$ cat src/rtl/lpbt_pkg.sv
// ----------------------------------------------------------------------------
// lpbt_pkg
// types, constants and constant tables of the led pattern and beep timer
// ----------------------------------------------------------------------------
`default_nettype none

package lpbt_pkg;

    localparam int ELAPSED_WIDTH = 32;

    localparam int OPCODE_W = 3;
    localparam int PERIOD_W = 16;
    localparam int MODE_W   = 3;
    localparam int BEEP_W   = 16;

    localparam int S_TDATA_W = ((OPCODE_W + PERIOD_W + MODE_W + BEEP_W + 7) / 8) * 8;
    localparam int M_TDATA_W = 8;

    localparam int CFG_INDEX_W = 1;
    localparam int CFG_DATA_W  = 1;

    localparam int PH1000_W = 10;
    localparam int PH1200_W = 11;

    // period split into a table-reduced high byte and a raw low byte
    localparam int LO_W     = 8;
    localparam int LO_SPAN  = 1 << LO_W;
    localparam int HI_DEPTH = 1 << (PERIOD_W - LO_W);

    typedef enum logic [OPCODE_W-1:0] {
        OP_TICK     = 3'd0,
        OP_SET_MODE = 3'd1,
        OP_BUZZ_ON  = 3'd2,
        OP_BUZZ_OFF = 3'd3,
        OP_BEEP     = 3'd4
    } op_t;

    localparam logic [MODE_W-1:0] MODE_OFF   = 3'd0;
    localparam logic [MODE_W-1:0] MODE_BUSY  = 3'd1;
    localparam logic [MODE_W-1:0] MODE_TRACK = 3'd2;
    localparam logic [MODE_W-1:0] MODE_RC    = 3'd3;
    localparam logic [MODE_W-1:0] MODE_FAULT = 3'd4;

    localparam logic [CFG_INDEX_W-1:0] CFG_LED_POL = 1'd0;
    localparam logic [CFG_INDEX_W-1:0] CFG_BUZ_POL = 1'd1;

    localparam int TRACK_PERIOD    = 1000;
    localparam int TRACK_ON        = 500;
    localparam int RC_PERIOD       = 250;
    localparam int RC_ON           = 125;
    localparam int FAULT_PERIOD    = 1200;
    localparam int FAULT_ON1_END   = 200;
    localparam int FAULT_ON2_START = 400;
    localparam int FAULT_ON2_END   = 600;

    // 2^ELAPSED_WIDTH reduced by a modulus, by repeated doubling
    function automatic int pow2_mod(int m);
        int r;
        r = 1;
        for (int i = 0; i < ELAPSED_WIDTH; i++)
        begin
            r = r * 2;
            if (r >= m)
            begin
                r = r - m;
            end
        end
        return r;
    endfunction

    localparam int WRAP_1000 = pow2_mod(TRACK_PERIOD);
    localparam int WRAP_1200 = pow2_mod(FAULT_PERIOD);

    typedef logic [HI_DEPTH-1:0][PH1200_W-1:0] hi_lut_t;

    // entry i holds (i * LO_SPAN) reduced by the modulus
    function automatic hi_lut_t build_hi_lut(int m);
        hi_lut_t t;
        int      acc;
        acc = 0;
        for (int i = 0; i < HI_DEPTH; i++)
        begin
            t[i] = PH1200_W'(acc);
            acc  = acc + LO_SPAN;
            if (acc >= m)
            begin
                acc = acc - m;
            end
        end
        return t;
    endfunction

    localparam hi_lut_t HI_MOD_1000 = build_hi_lut(TRACK_PERIOD);
    localparam hi_lut_t HI_MOD_1200 = build_hi_lut(FAULT_PERIOD);

    typedef struct packed {
        logic [PH1000_W-1:0] pm1000;
        logic [PH1200_W-1:0] pm1200;
    } period_mod_t;

    typedef struct packed {
        logic [OPCODE_W-1:0] opcode;
        logic [PERIOD_W-1:0] period;
        logic [MODE_W-1:0]   mode;
        logic [BEEP_W-1:0]   beep;
        period_mod_t         pm;
    } item_t;

endpackage

`default_nettype wire

$ cat src/rtl/lpbt_period_mod.sv
// ----------------------------------------------------------------------------
// lpbt_period_mod
// reduces a tick period modulo the 1000 ms and 1200 ms pattern cycles
// ----------------------------------------------------------------------------
`default_nettype none

module lpbt_period_mod
    import lpbt_pkg::*;
(
    input  wire logic [PERIOD_W-1:0] period,
    output period_mod_t              pm
);

    logic [PERIOD_W-LO_W-1:0] hi;
    logic [LO_W-1:0]          lo;
    logic [PH1200_W:0]        sum1000;
    logic [PH1200_W:0]        sum1200;

    assign hi = period[PERIOD_W-1:LO_W];
    assign lo = period[LO_W-1:0];

    assign sum1000 = {1'b0, HI_MOD_1000[hi]} + (PH1200_W+1)'(lo);
    assign sum1200 = {1'b0, HI_MOD_1200[hi]} + (PH1200_W+1)'(lo);

    always_comb
    begin
        if (sum1000 >= (PH1200_W+1)'(TRACK_PERIOD))
        begin
            pm.pm1000 = PH1000_W'(sum1000 - (PH1200_W+1)'(TRACK_PERIOD));
        end
        else
        begin
            pm.pm1000 = PH1000_W'(sum1000);
        end
        if (sum1200 >= (PH1200_W+1)'(FAULT_PERIOD))
        begin
            pm.pm1200 = PH1200_W'(sum1200 - (PH1200_W+1)'(FAULT_PERIOD));
        end
        else
        begin
            pm.pm1200 = PH1200_W'(sum1200);
        end
    end

endmodule

`default_nettype wire

$ cat src/rtl/led_pattern_and_beep_timer_top.sv
// ----------------------------------------------------------------------------
// led_pattern_and_beep_timer_top
// heartbeat led pattern generator with a timed buzzer
// ----------------------------------------------------------------------------
// One transaction is taken per clock unless the output stalls, and every
// transaction yields one result with the led and buzzer pin levels. The
// input register holds a taken item with its period already reduced modulo
// 1000 ms and 1200 ms through small constant tables, and the result register
// follows a single pass of state update logic. The pattern phase is kept as
// running remainders instead of dividing the elapsed counter, so the
// sustained rate is one item per cycle unless the output stalls. Polarity
// registers are written on the cfg channel, which is always ready.
// ----------------------------------------------------------------------------
`default_nettype none

module led_pattern_and_beep_timer_top
    import lpbt_pkg::*;
(
    input  wire logic                   clk,
    input  wire logic                   rst_n,

    input  wire logic                   s_axis_tvalid,
    output logic                        s_axis_tready,
    // opcode, tick_period_ms, new_mode, beep_length_ms, zero pad
    input  wire logic [S_TDATA_W-1:0]   s_axis_tdata,

    output logic                        m_axis_tvalid,
    input  wire logic                   m_axis_tready,
    // led_level, buzzer_level, zero pad
    output logic [M_TDATA_W-1:0]        m_axis_tdata,

    input  wire logic                   cfg_valid,
    output logic                        cfg_ready,
    input  wire logic [CFG_INDEX_W-1:0] cfg_index,
    input  wire logic [CFG_DATA_W-1:0]  cfg_data
);

    localparam int OP_LSB   = 0;
    localparam int PER_LSB  = OP_LSB + OPCODE_W;
    localparam int MODE_LSB = PER_LSB + PERIOD_W;
    localparam int BEEP_LSB = MODE_LSB + MODE_W;

    // configuration
    logic led_pol_reg;
    logic buz_pol_reg;

    // pipeline
    item_t       item_in;
    item_t       s1_item_reg;
    logic        s1_valid_reg;
    logic        out_valid_reg;
    logic [1:0]  out_data_reg;
    logic [1:0]  out_data_next;
    logic        advance;
    logic        s_accept;

    // block state
    logic [MODE_W-1:0]        mode_reg,     mode_next;
    logic [ELAPSED_WIDTH-1:0] elapsed_reg,  elapsed_next;
    logic [PH1000_W-1:0]      ph1000_reg,   ph1000_next;
    logic [PH1200_W-1:0]      ph1200_reg,   ph1200_next;
    logic [BEEP_W-1:0]        beep_rem_reg, beep_rem_next;
    logic                     lit_reg,      lit_next;
    logic                     sound_reg,    sound_next;

    // tick datapath
    logic [ELAPSED_WIDTH:0]   elapsed_sum;
    logic                     wrap;
    logic [PH1000_W:0]        add1000;
    logic [PH1200_W:0]        add1200;
    logic [PH1000_W-1:0]      red1000;
    logic [PH1200_W-1:0]      red1200;
    logic [PH1000_W-1:0]      tick1000;
    logic [PH1200_W-1:0]      tick1200;
    logic [PH1000_W-1:0]      ph250;
    logic                     tick_lit;

    assign cfg_ready = 1'b1;

    always_ff @(posedge clk or negedge rst_n)
    begin
        if (!rst_n)
        begin
            led_pol_reg <= 1'b1;
            buz_pol_reg <= 1'b1;
        end
        else if (cfg_valid && cfg_ready)
        begin
            case (cfg_index)
                CFG_LED_POL: led_pol_reg <= cfg_data[0];
                CFG_BUZ_POL: buz_pol_reg <= cfg_data[0];
                default: ;
            endcase
        end
    end

    assign item_in.opcode = s_axis_tdata[PER_LSB-1:OP_LSB];
    assign item_in.period = s_axis_tdata[MODE_LSB-1:PER_LSB];
    assign item_in.mode   = s_axis_tdata[BEEP_LSB-1:MODE_LSB];
    assign item_in.beep   = s_axis_tdata[BEEP_LSB+BEEP_W-1:BEEP_LSB];

    lpbt_period_mod u_period_mod (
        .period (item_in.period),
        .pm     (item_in.pm)
    );

    assign advance       = s1_valid_reg && (!out_valid_reg || m_axis_tready);
    assign s_axis_tready = !s1_valid_reg || !out_valid_reg || m_axis_tready;
    assign s_accept      = s_axis_tvalid && s_axis_tready;

    always_ff @(posedge clk or negedge rst_n)
    begin
        if (!rst_n)
        begin
            s1_valid_reg  <= 1'b0;
            out_valid_reg <= 1'b0;
        end
        else
        begin
            if (s_accept)
            begin
                s1_valid_reg <= 1'b1;
            end
            else if (advance)
            begin
                s1_valid_reg <= 1'b0;
            end
            if (advance)
            begin
                out_valid_reg <= 1'b1;
            end
            else if (m_axis_tready)
            begin
                out_valid_reg <= 1'b0;
            end
        end
    end

    always_ff @(posedge clk)
    begin
        if (s_accept)
        begin
            s1_item_reg <= item_in;
        end
        if (advance)
        begin
            out_data_reg <= out_data_next;
        end
    end

    // elapsed counter and running phase remainders
    assign elapsed_sum = {1'b0, elapsed_reg} + (ELAPSED_WIDTH+1)'(s1_item_reg.period);
    assign wrap        = elapsed_sum[ELAPSED_WIDTH];
    assign add1000     = {1'b0, ph1000_reg} + {1'b0, s1_item_reg.pm.pm1000};
    assign add1200     = {1'b0, ph1200_reg} + {1'b0, s1_item_reg.pm.pm1200};

    always_comb
    begin
        if (add1000 >= (PH1000_W+1)'(TRACK_PERIOD))
        begin
            red1000 = PH1000_W'(add1000 - (PH1000_W+1)'(TRACK_PERIOD));
        end
        else
        begin
            red1000 = PH1000_W'(add1000);
        end
        if (add1200 >= (PH1200_W+1)'(FAULT_PERIOD))
        begin
            red1200 = PH1200_W'(add1200 - (PH1200_W+1)'(FAULT_PERIOD));
        end
        else
        begin
            red1200 = PH1200_W'(add1200);
        end

        // counter wrap drops 2^ELAPSED_WIDTH from the elapsed time
        tick1000 = red1000;
        tick1200 = red1200;
        if (wrap)
        begin
            if (red1000 >= PH1000_W'(WRAP_1000))
            begin
                tick1000 = red1000 - PH1000_W'(WRAP_1000);
            end
            else
            begin
                tick1000 = red1000 + PH1000_W'(TRACK_PERIOD - WRAP_1000);
            end
            if (red1200 >= PH1200_W'(WRAP_1200))
            begin
                tick1200 = red1200 - PH1200_W'(WRAP_1200);
            end
            else
            begin
                tick1200 = red1200 + PH1200_W'(FAULT_PERIOD - WRAP_1200);
            end
        end

        if (tick1000 >= PH1000_W'(3 * RC_PERIOD))
        begin
            ph250 = tick1000 - PH1000_W'(3 * RC_PERIOD);
        end
        else if (tick1000 >= PH1000_W'(2 * RC_PERIOD))
        begin
            ph250 = tick1000 - PH1000_W'(2 * RC_PERIOD);
        end
        else if (tick1000 >= PH1000_W'(RC_PERIOD))
        begin
            ph250 = tick1000 - PH1000_W'(RC_PERIOD);
        end
        else
        begin
            ph250 = tick1000;
        end

        case (mode_reg)
            MODE_BUSY:  tick_lit = 1'b1;
            MODE_TRACK: tick_lit = tick1000 < PH1000_W'(TRACK_ON);
            MODE_RC:    tick_lit = ph250 < PH1000_W'(RC_ON);
            MODE_FAULT: tick_lit = (tick1200 < PH1200_W'(FAULT_ON1_END)) ||
                                   ((tick1200 >= PH1200_W'(FAULT_ON2_START)) &&
                                    (tick1200 < PH1200_W'(FAULT_ON2_END)));
            default:    tick_lit = 1'b0;
        endcase
    end

    always_comb
    begin
        mode_next     = mode_reg;
        elapsed_next  = elapsed_reg;
        ph1000_next   = ph1000_reg;
        ph1200_next   = ph1200_reg;
        beep_rem_next = beep_rem_reg;
        lit_next      = lit_reg;
        sound_next    = sound_reg;
        case (s1_item_reg.opcode)
            OP_TICK:
            begin
                elapsed_next = elapsed_sum[ELAPSED_WIDTH-1:0];
                ph1000_next  = tick1000;
                ph1200_next  = tick1200;
                lit_next     = tick_lit;
                if (beep_rem_reg != '0)
                begin
                    if (beep_rem_reg <= s1_item_reg.period)
                    begin
                        beep_rem_next = '0;
                        sound_next    = 1'b0;
                    end
                    else
                    begin
                        beep_rem_next = beep_rem_reg - s1_item_reg.period;
                    end
                end
            end
            OP_SET_MODE:
            begin
                if (mode_reg != s1_item_reg.mode)
                begin
                    mode_next    = s1_item_reg.mode;
                    elapsed_next = '0;
                    ph1000_next  = '0;
                    ph1200_next  = '0;
                end
            end
            OP_BUZZ_ON:
            begin
                beep_rem_next = '0;
                sound_next    = 1'b1;
            end
            OP_BUZZ_OFF:
            begin
                beep_rem_next = '0;
                sound_next    = 1'b0;
            end
            OP_BEEP:
            begin
                beep_rem_next = s1_item_reg.beep;
                sound_next    = 1'b1;
            end
            default: ;
        endcase
    end

    assign out_data_next = {sound_next ^ ~buz_pol_reg, lit_next ^ ~led_pol_reg};

    always_ff @(posedge clk or negedge rst_n)
    begin
        if (!rst_n)
        begin
            mode_reg     <= MODE_OFF;
            elapsed_reg  <= '0;
            ph1000_reg   <= '0;
            ph1200_reg   <= '0;
            beep_rem_reg <= '0;
            lit_reg      <= 1'b0;
            sound_reg    <= 1'b0;
        end
        else if (advance)
        begin
            mode_reg     <= mode_next;
            elapsed_reg  <= elapsed_next;
            ph1000_reg   <= ph1000_next;
            ph1200_reg   <= ph1200_next;
            beep_rem_reg <= beep_rem_next;
            lit_reg      <= lit_next;
            sound_reg    <= sound_next;
        end
    end

    assign m_axis_tvalid = out_valid_reg;
    assign m_axis_tdata  = {{(M_TDATA_W-2){1'b0}}, out_data_reg};

endmodule

`default_nettype wire

$ cat config.mk
export PLATFORM = sky130hd
export DESIGN_NAME = led_pattern_and_beep_timer_top
export DESIGN_NICKNAME = d
export VERILOG_FILES = /design/src/rtl/lpbt_pkg.sv /design/src/rtl/lpbt_period_mod.sv /design/src/rtl/led_pattern_and_beep_timer_top.sv
export SDC_FILE = /design/constraint.sdc
export NUM_CORES = 1
export LEC_CHECK = 0
export ABC_AREA = 1
export BUFFER_PORTS_ARGS = -buffer_cell sky130_fd_sc_hd__buf_2
export CAP_MARGIN = 20
export CORE_MARGIN = 2
export CORE_UTILIZATION = 45
export CTS_CLUSTER_DIAMETER = 100
export CTS_CLUSTER_SIZE = 16
export DETAILED_ROUTE_END_ITERATION = 6
export SYNTH_ARGS = -nofsm -noshare
export SYNTH_HDL_FRONTEND = slang
export SYNTH_HIERARCHICAL = 1
export SYNTH_SLANG_ARGS = --single-unit
$ cat constraint.sdc
create_clock -name clk -period 5.4 [get_ports clk]
set_input_delay 1.08 -clock clk [delete_from_list [all_inputs] [get_ports clk]]
set_output_delay 1.08 -clock clk [all_outputs]
set_load 0.02 [all_outputs]
# Word-level counts from Yosys, hierarchy flattened
# Memories as Yosys holds them, arrays and structs flattened.
# Index checks and enable logic that the tools add are counted.
# W data, S select, Z words.
# classes
muxes	31
addsub	17
reduce_logical	22
order_cmp	16
eq_ne	11
n_bitwise	5
# op_table
op	count
$mux W10	8
$mux W11	7
$pmux W32 S2	1
$pmux W16 S3	1
$add A32 B16 Y33	1
$mux W16	2
$mux W32	1
$sub A10 B10 Y10 const B	3
$add A11 B8 Y12	2
$ge A12 B11 Y1 const B	2
$ge A11 B9 Y1 const B	2
$pmux W11 S2	1
$sub A11 B11 Y11 const B	2
$ge A10 B9 Y1 const B	2
$pmux W10 S2	1
$sub A10 B9 Y10 const B	2
$le A16 B16 Y1	1
$reduce_bool A16 Y1	1
$sub A16 B16 Y16	1
$add A11 B11 Y12	1
$eq A3 B2 Y1 const B	4
$ge A12 B10 Y1 const B	1
$add A10 B10 Y11	1
$add A11 B10 Y11 const B	1
other kinds (29)	53
# totals
romBits	5632
inputBits	47
memories	2
out_inout_bits	11
ff_bits	139
word_cells	122
# memory_table
name	depth	width	read_ports	rd_ports_with_merged_regs	write_ports	line	source
(no name shown)	256	11	1	0	0	lpbt_period_mod.sv:22	assign sum1000 = {1'b0, HI_MOD_1000[hi]} + (PH1200_W+1)'(lo);
(no name shown)	256	11	1	0	0	lpbt_period_mod.sv:23	assign sum1200 = {1'b0, HI_MOD_1200[hi]} + (PH1200_W+1)'(lo);

# Depth between registers and ports, before layout
# depth
ltp_word	14
depth_mapped	44
mapped_depth_nobuf	44

# Cells and area by module
# Netlist, hierarchy kept.
# by_module_without_submodules
mod	seq_area_each_um2	cells_each	area_per_inst_um2	instances
led_pattern_and_beep_timer_top	3786.1	1268	9915.8	1
lpbt_period_mod	0.0	781	4030.1	1

# Worst setup path after synthesis
# No wires, ideal clock.
# synth_timing
kind	flip-flop to flip-flop
start	register ph1000_reg[0]
end	register out_data_reg[0] (data pin)
arrival_ps	4444
period_less_slack_ps	4696
setup_time_ps	252
setup_slack_ps	704
n_path_buf	1
path_stages_with_launch	44
t_required_ps	5148
cell_sequence	dfrtp_1 -> ha_1 -> inv_1 -> fa_1 -> inv_1 -> nand2_2 -> nand2_2 -> nand3_1 -> nand2_1 -> inv_1 -> ha_1 -> inv_1 -> nand3_1 -> nand2_1 -> nand2_2 -> buf_6 -> nand3_4 -> nand2_4 -> (+8 left out) -> a21oi_1 -> inv_1 -> nand3_2 -> nor2_2 -> nor2_4 -> nand2_8 -> nand2_1 -> nand2_1 -> nand2_1 -> nand3_1 -> o21bai_1 -> nand2_1 -> nand2_1 -> nand2_1 -> nand2_1 -> nand2_1 -> nand2_1 -> nand2_1
# synth_between
elab_chain_cells	14
word_cells_on_any_way	23
cone_classes	add/sub (7); order compare (7); mux (8); bitwise (1)
# synth_lines
element	line	source
start: declaration	led_pattern_and_beep_timer_top.sv:60	logic [PH1000_W-1:0] ph1000_reg, ph1000_next;
start signal: assignment	led_pattern_and_beep_timer_top.sv:303	ph1000_reg <= ph1000_next;
$add A10 B10 Y11 *	led_pattern_and_beep_timer_top.sv:154	assign add1000 = {1'b0, ph1000_reg} + {1'b0, s1_item_reg.pm.pm1000};
$sub A10 B10 Y10 or $ge A11 B10 Y1 (tied branches)	led_pattern_and_beep_timer_top.sv:161, led_pattern_and_beep_timer_top.sv:159	
$mux W10 *	led_pattern_and_beep_timer_top.sv:159	if (add1000 >= (PH1000_W+1)'(TRACK_PERIOD))
$add A10 B10 Y10, or another cell as far along	led_pattern_and_beep_timer_top.sv:187	tick1000 = red1000 + PH1000_W'(TRACK_PERIOD - WRAP_1000);
$mux W10	led_pattern_and_beep_timer_top.sv:181	if (red1000 >= PH1000_W'(WRAP_1000))
$mux W10 *	led_pattern_and_beep_timer_top.sv:179	if (wrap)
$sub A10 B8 Y10 or $ge A10 B8 Y1 (tied branches)	led_pattern_and_beep_timer_top.sv:209, led_pattern_and_beep_timer_top.sv:207	
$mux W10	led_pattern_and_beep_timer_top.sv:207	else if (tick1000 >= PH1000_W'(RC_PERIOD))
$mux W10	led_pattern_and_beep_timer_top.sv:203	else if (tick1000 >= PH1000_W'(2 * RC_PERIOD))
$mux W10	led_pattern_and_beep_timer_top.sv:199	if (tick1000 >= PH1000_W'(3 * RC_PERIOD))
$lt A10 B7 Y1	led_pattern_and_beep_timer_top.sv:219	MODE_RC: tick_lit = ph250 < PH1000_W'(RC_ON);
$pmux W1 S4 *	led_pattern_and_beep_timer_top.sv:216	case (mode_reg)
$mux W1 *	led_pattern_and_beep_timer_top.sv:236	case (s1_item_reg.opcode)
$xor A1 B1 Y1 *	led_pattern_and_beep_timer_top.sv:285	assign out_data_next = {sound_next ^ ~buz_pol_reg, lit_next ^ ~led_pol_reg};
net out_data_next[0]	led_pattern_and_beep_timer_top.sv:53	logic [1:0] out_data_next;
end signal: assignment	led_pattern_and_beep_timer_top.sv:147	out_data_reg <= out_data_next;
end: declaration	led_pattern_and_beep_timer_top.sv:52	logic [1:0] out_data_reg;
# Mark *: on every way through the listed nets, which the timed path passes. The rest lies on a longest branch.
# A chain may end at the register's enable or synchronous reset.

# Worst setup path after layout
# Same ends and word-level chain as after synthesis.

==> flow_summary.toml <==
[power_and_ir_drop]
seqPwrFrac = 0.167
clkPwrFrac = 0.126
p_int_mw = 4.39
p_sw_frac = 0.528
cellPowerDensity_nw_per_um2 = 593
finalPower_mw = 9.29
ir_drop_mv = 0.445
power_switching_mw = 4.91
cellLeakagePower_nw = 7.63
power_frac_comb = 0.706

[placement]
place.gp.congestion = 0.951
dpl.hpwl_mm = 32.5
port_buffers = 48
placed_cells = 2506

[global_route]
grt_use_total = 0.263
antenna_found_initial = 0
grt_pass1_vias = 13547
grt-ovfl-total = 0
grt_start_max_net_pins = 55
grt_util_met1 = 0.352
use_met3 = 0.0287
grtUsageMet2 = 0.435
grt_pass1_wl_mm = 69.6
grt-busiest-layer = "met2"

[critical_path]
path_class = "reg2reg"
cp.arrival_ns = 5.12
required_ns = 5.57
crit_fanout = 9
cpMostUsedCell = "nand2_2"
reg2reg_depth = 40
critical_path.top_delay_family = "simple AND/OR/NAND/NOR gates"
startpoint = "ph1000_reg[0]"
cp-end-kind = "flop"
start_kind = "flop"
critPathBufInv = 7
cp_slowest_cell = "dfrtp_1"
critical_path_depth = 40
slowest_delay_ns = 0.39
r2r_start = "ph1000_reg[0]"

[timing]
max_freq_mhz = 202
final-setup-viol-count = 0
slew_violations = 0
fin_setup_tns_ns = 0
finClkSkew_ns = 0.0145
worstMarginPinSlew_ns = 1.04
relSlewSlack = 0.305
min_period_ns = 4.94
rsz0062_at_grt = "no"
finalCritPeriodShare = 0.916
hold_viol_final = 0

[min_path]
hold_start = "ph1200_reg[10]"
holdPathStages = 1
hp-class = "reg2reg"

[detailed_routing]
vias = 14029
drtIter0Drc = 1141
wl_per_cell_um = 16.6
antenna_left = 0
vias_per_cell = 5.52
dr.pass1.iters = 6
drc = 0
drt_wl_total_mm = 42.3

[synthesis]
synth_area_um2 = 13900
synth_edf_count = 61
ys_warn_count = 6
yosys_register_bits = 139
async_flop_share = 0.561
syn_avg_cell_area_um2 = 6.81
synth-main-ff-cell = "dfrtp_1"
ys_seq_area_frac = 0.271
synth_cell_types = 66
syn_inst = 2049

[clocking]
cts_num_sinks = 139
cts_tree = "done"
cts_buffers = 17
clockBufferDepth = 2
htreeDepth = 4
cts-root-buf = "clkbuf_16"
clk_latency_ns = 0.42
holdBufCountCts = 0
path_clk_slew_ns = 0.06

[floorplan]
initial_utilization = 0.456
die_w_um = 180
design.core.area_um2 = 30600
ios = 58
fp.dieH_um = 180
die_area_um2 = 32400
rows = 64

[final_layout]
nets = 2282
largest_register_ff_count = 59
nFillCells = 3066
instances_no_fill = 2542
area_growth_syn_to_layout_pct = 12.3
n_antenna_cell = 0
final_cell_mix = "nand2_1, inv_1, nor2_1, nand3_1, o21ai_0"
layout_commonest_cell = "nand2_1"
drive_gt1_frac = 0.145
multi_input_area_um2 = 8870
regArea_um2 = 3790

[outcome]
status = "finished clean"

[run]
max-cap-violations = 0
==> area by class of cell <==
class / count / area share
well taps: 396 / 0.0316
clock inverters: 14 / 0.00959
clock buffers: 18 / 0.0280
multi-input cells: 1582 / 0.567
repair buffers: 137 / 0.0606
flip-flops and latches: 139 / 0.242
inverters: 256 / 0.0618
==> what timing repair did <==
action | in CTS | in global routing
buffers inserted | 0 | 4
resized for setup | 0 | 23
endpoints found under the setup margin | 0 | 2
==> power by group through the flow <==
stage / registers (mW) / clock network, mW / logic [mW]
after floorplan: 1.51 / 0 / 5.02
after global placement: 1.57 / 0 / 6.29
after detailed placement: 1.57 / 0 / 6.39
after CTS: 1.56 / 1.19 / 6.43
after global routing: 1.59 / 1.24 / 7.45
final: 1.56 / 1.17 / 6.56
==> cell families (layout without fill, tap and decap cells) <==
logic type | after synthesis | after routing | share of synthesized area
buf+inv | 333 | 425 | 0.0994
fa+ha+maj | 102 | 102 | 0.0947
flops | 139 | 139 | 0.271
other cells | 2 | 7 | 0.000539
simple gates | 1003 | 1003 | 0.327
compound gates | 417 | 417 | 0.173
xor+xnor | 53 | 53 | 0.0338
==> metrics by stage <==
step / util / setup slack, ns / cell area, µm² / hold slack [ns]
2_1_floorplan: - / 0.704 / 14000 / 0.448
4_1_cts: 0.508 / 0.131 / 15600 / 0.492
3_3_place_gp: 0.489 / 0.257 / 15000 / 0.465
6_report: 0.512 / 0.455 / 15700 / 0.492
3_5_place_dp: 0.489 / 0.190 / 15000 / 0.471
5_1_grt: 0.512 / 0.0198 / 15700 / 0.519
==> metal layers <==
metal / share of wire / vias to the layer above / wire length [µm]
li1: - / 7044 / -
met2: 0.46 / 437 / 19300
met3: 0.051 / 88 / 2150
met5: 0 / - / 0
met4: 0.033 / 0 / 1410
met1: 0.46 / 6460 / 19500
==> synth_stat cells, types with 11 or more instances <==
library cell | count | area [µm²]
inv_1 | 223 | 837
xor2_1 | 36 | 315
edfxtp_1 | 61 | 1830
xnor2_1 | 16 | 140
a21oi_1 | 138 | 691
nand3_1 | 170 | 851
nand4_1 | 34 | 213
o211ai_1 | 15 | 113
inv_2 | 26 | 97.6
nand3_2 | 12 | 120
nand2_1 | 494 | 1850
o21ai_1 | 20 | 100
nand2_2 | 32 | 200
buf_4 | 19 | 143
nor2_2 | 11 | 68.8
o21ai_0 | 149 | 746
nor3_1 | 25 | 125
clkbuf_1 | 34 | 128
o31ai_1 | 14 | 105
ha_1 | 96 | 1200
buf_2 | 18 | 90.1
dfrtp_1 | 76 | 1900
nor2_1 | 179 | 672
==> worst reg2reg max path: cells and delay by family (launching register included) <==
family	cells	cell delay, ns
flip-flops	1	0.39
adder cells (fa/ha/maj)	5	1.10
buffers and inverters	7	0.56
AO/OA/AOI/OAI	2	0.33
AND/OR/NAND/NOR	26	2.33
==> path summary, 6_finish.rpt <==
kind                                     to  slack [ns]
hold reg to reg              ph1200_reg[10]        0.49
hold / removal               ph1200_reg[10]        0.49
min in group asynchronous  beep_rem_reg[15]        0.68
setup / recovery            out_data_reg[0]        0.46
max in group asynchronous     ph1200_reg[9]        3.81
setup reg to reg            out_data_reg[0]        0.46
Note: power is estimated with default switching activity, not from simulation.
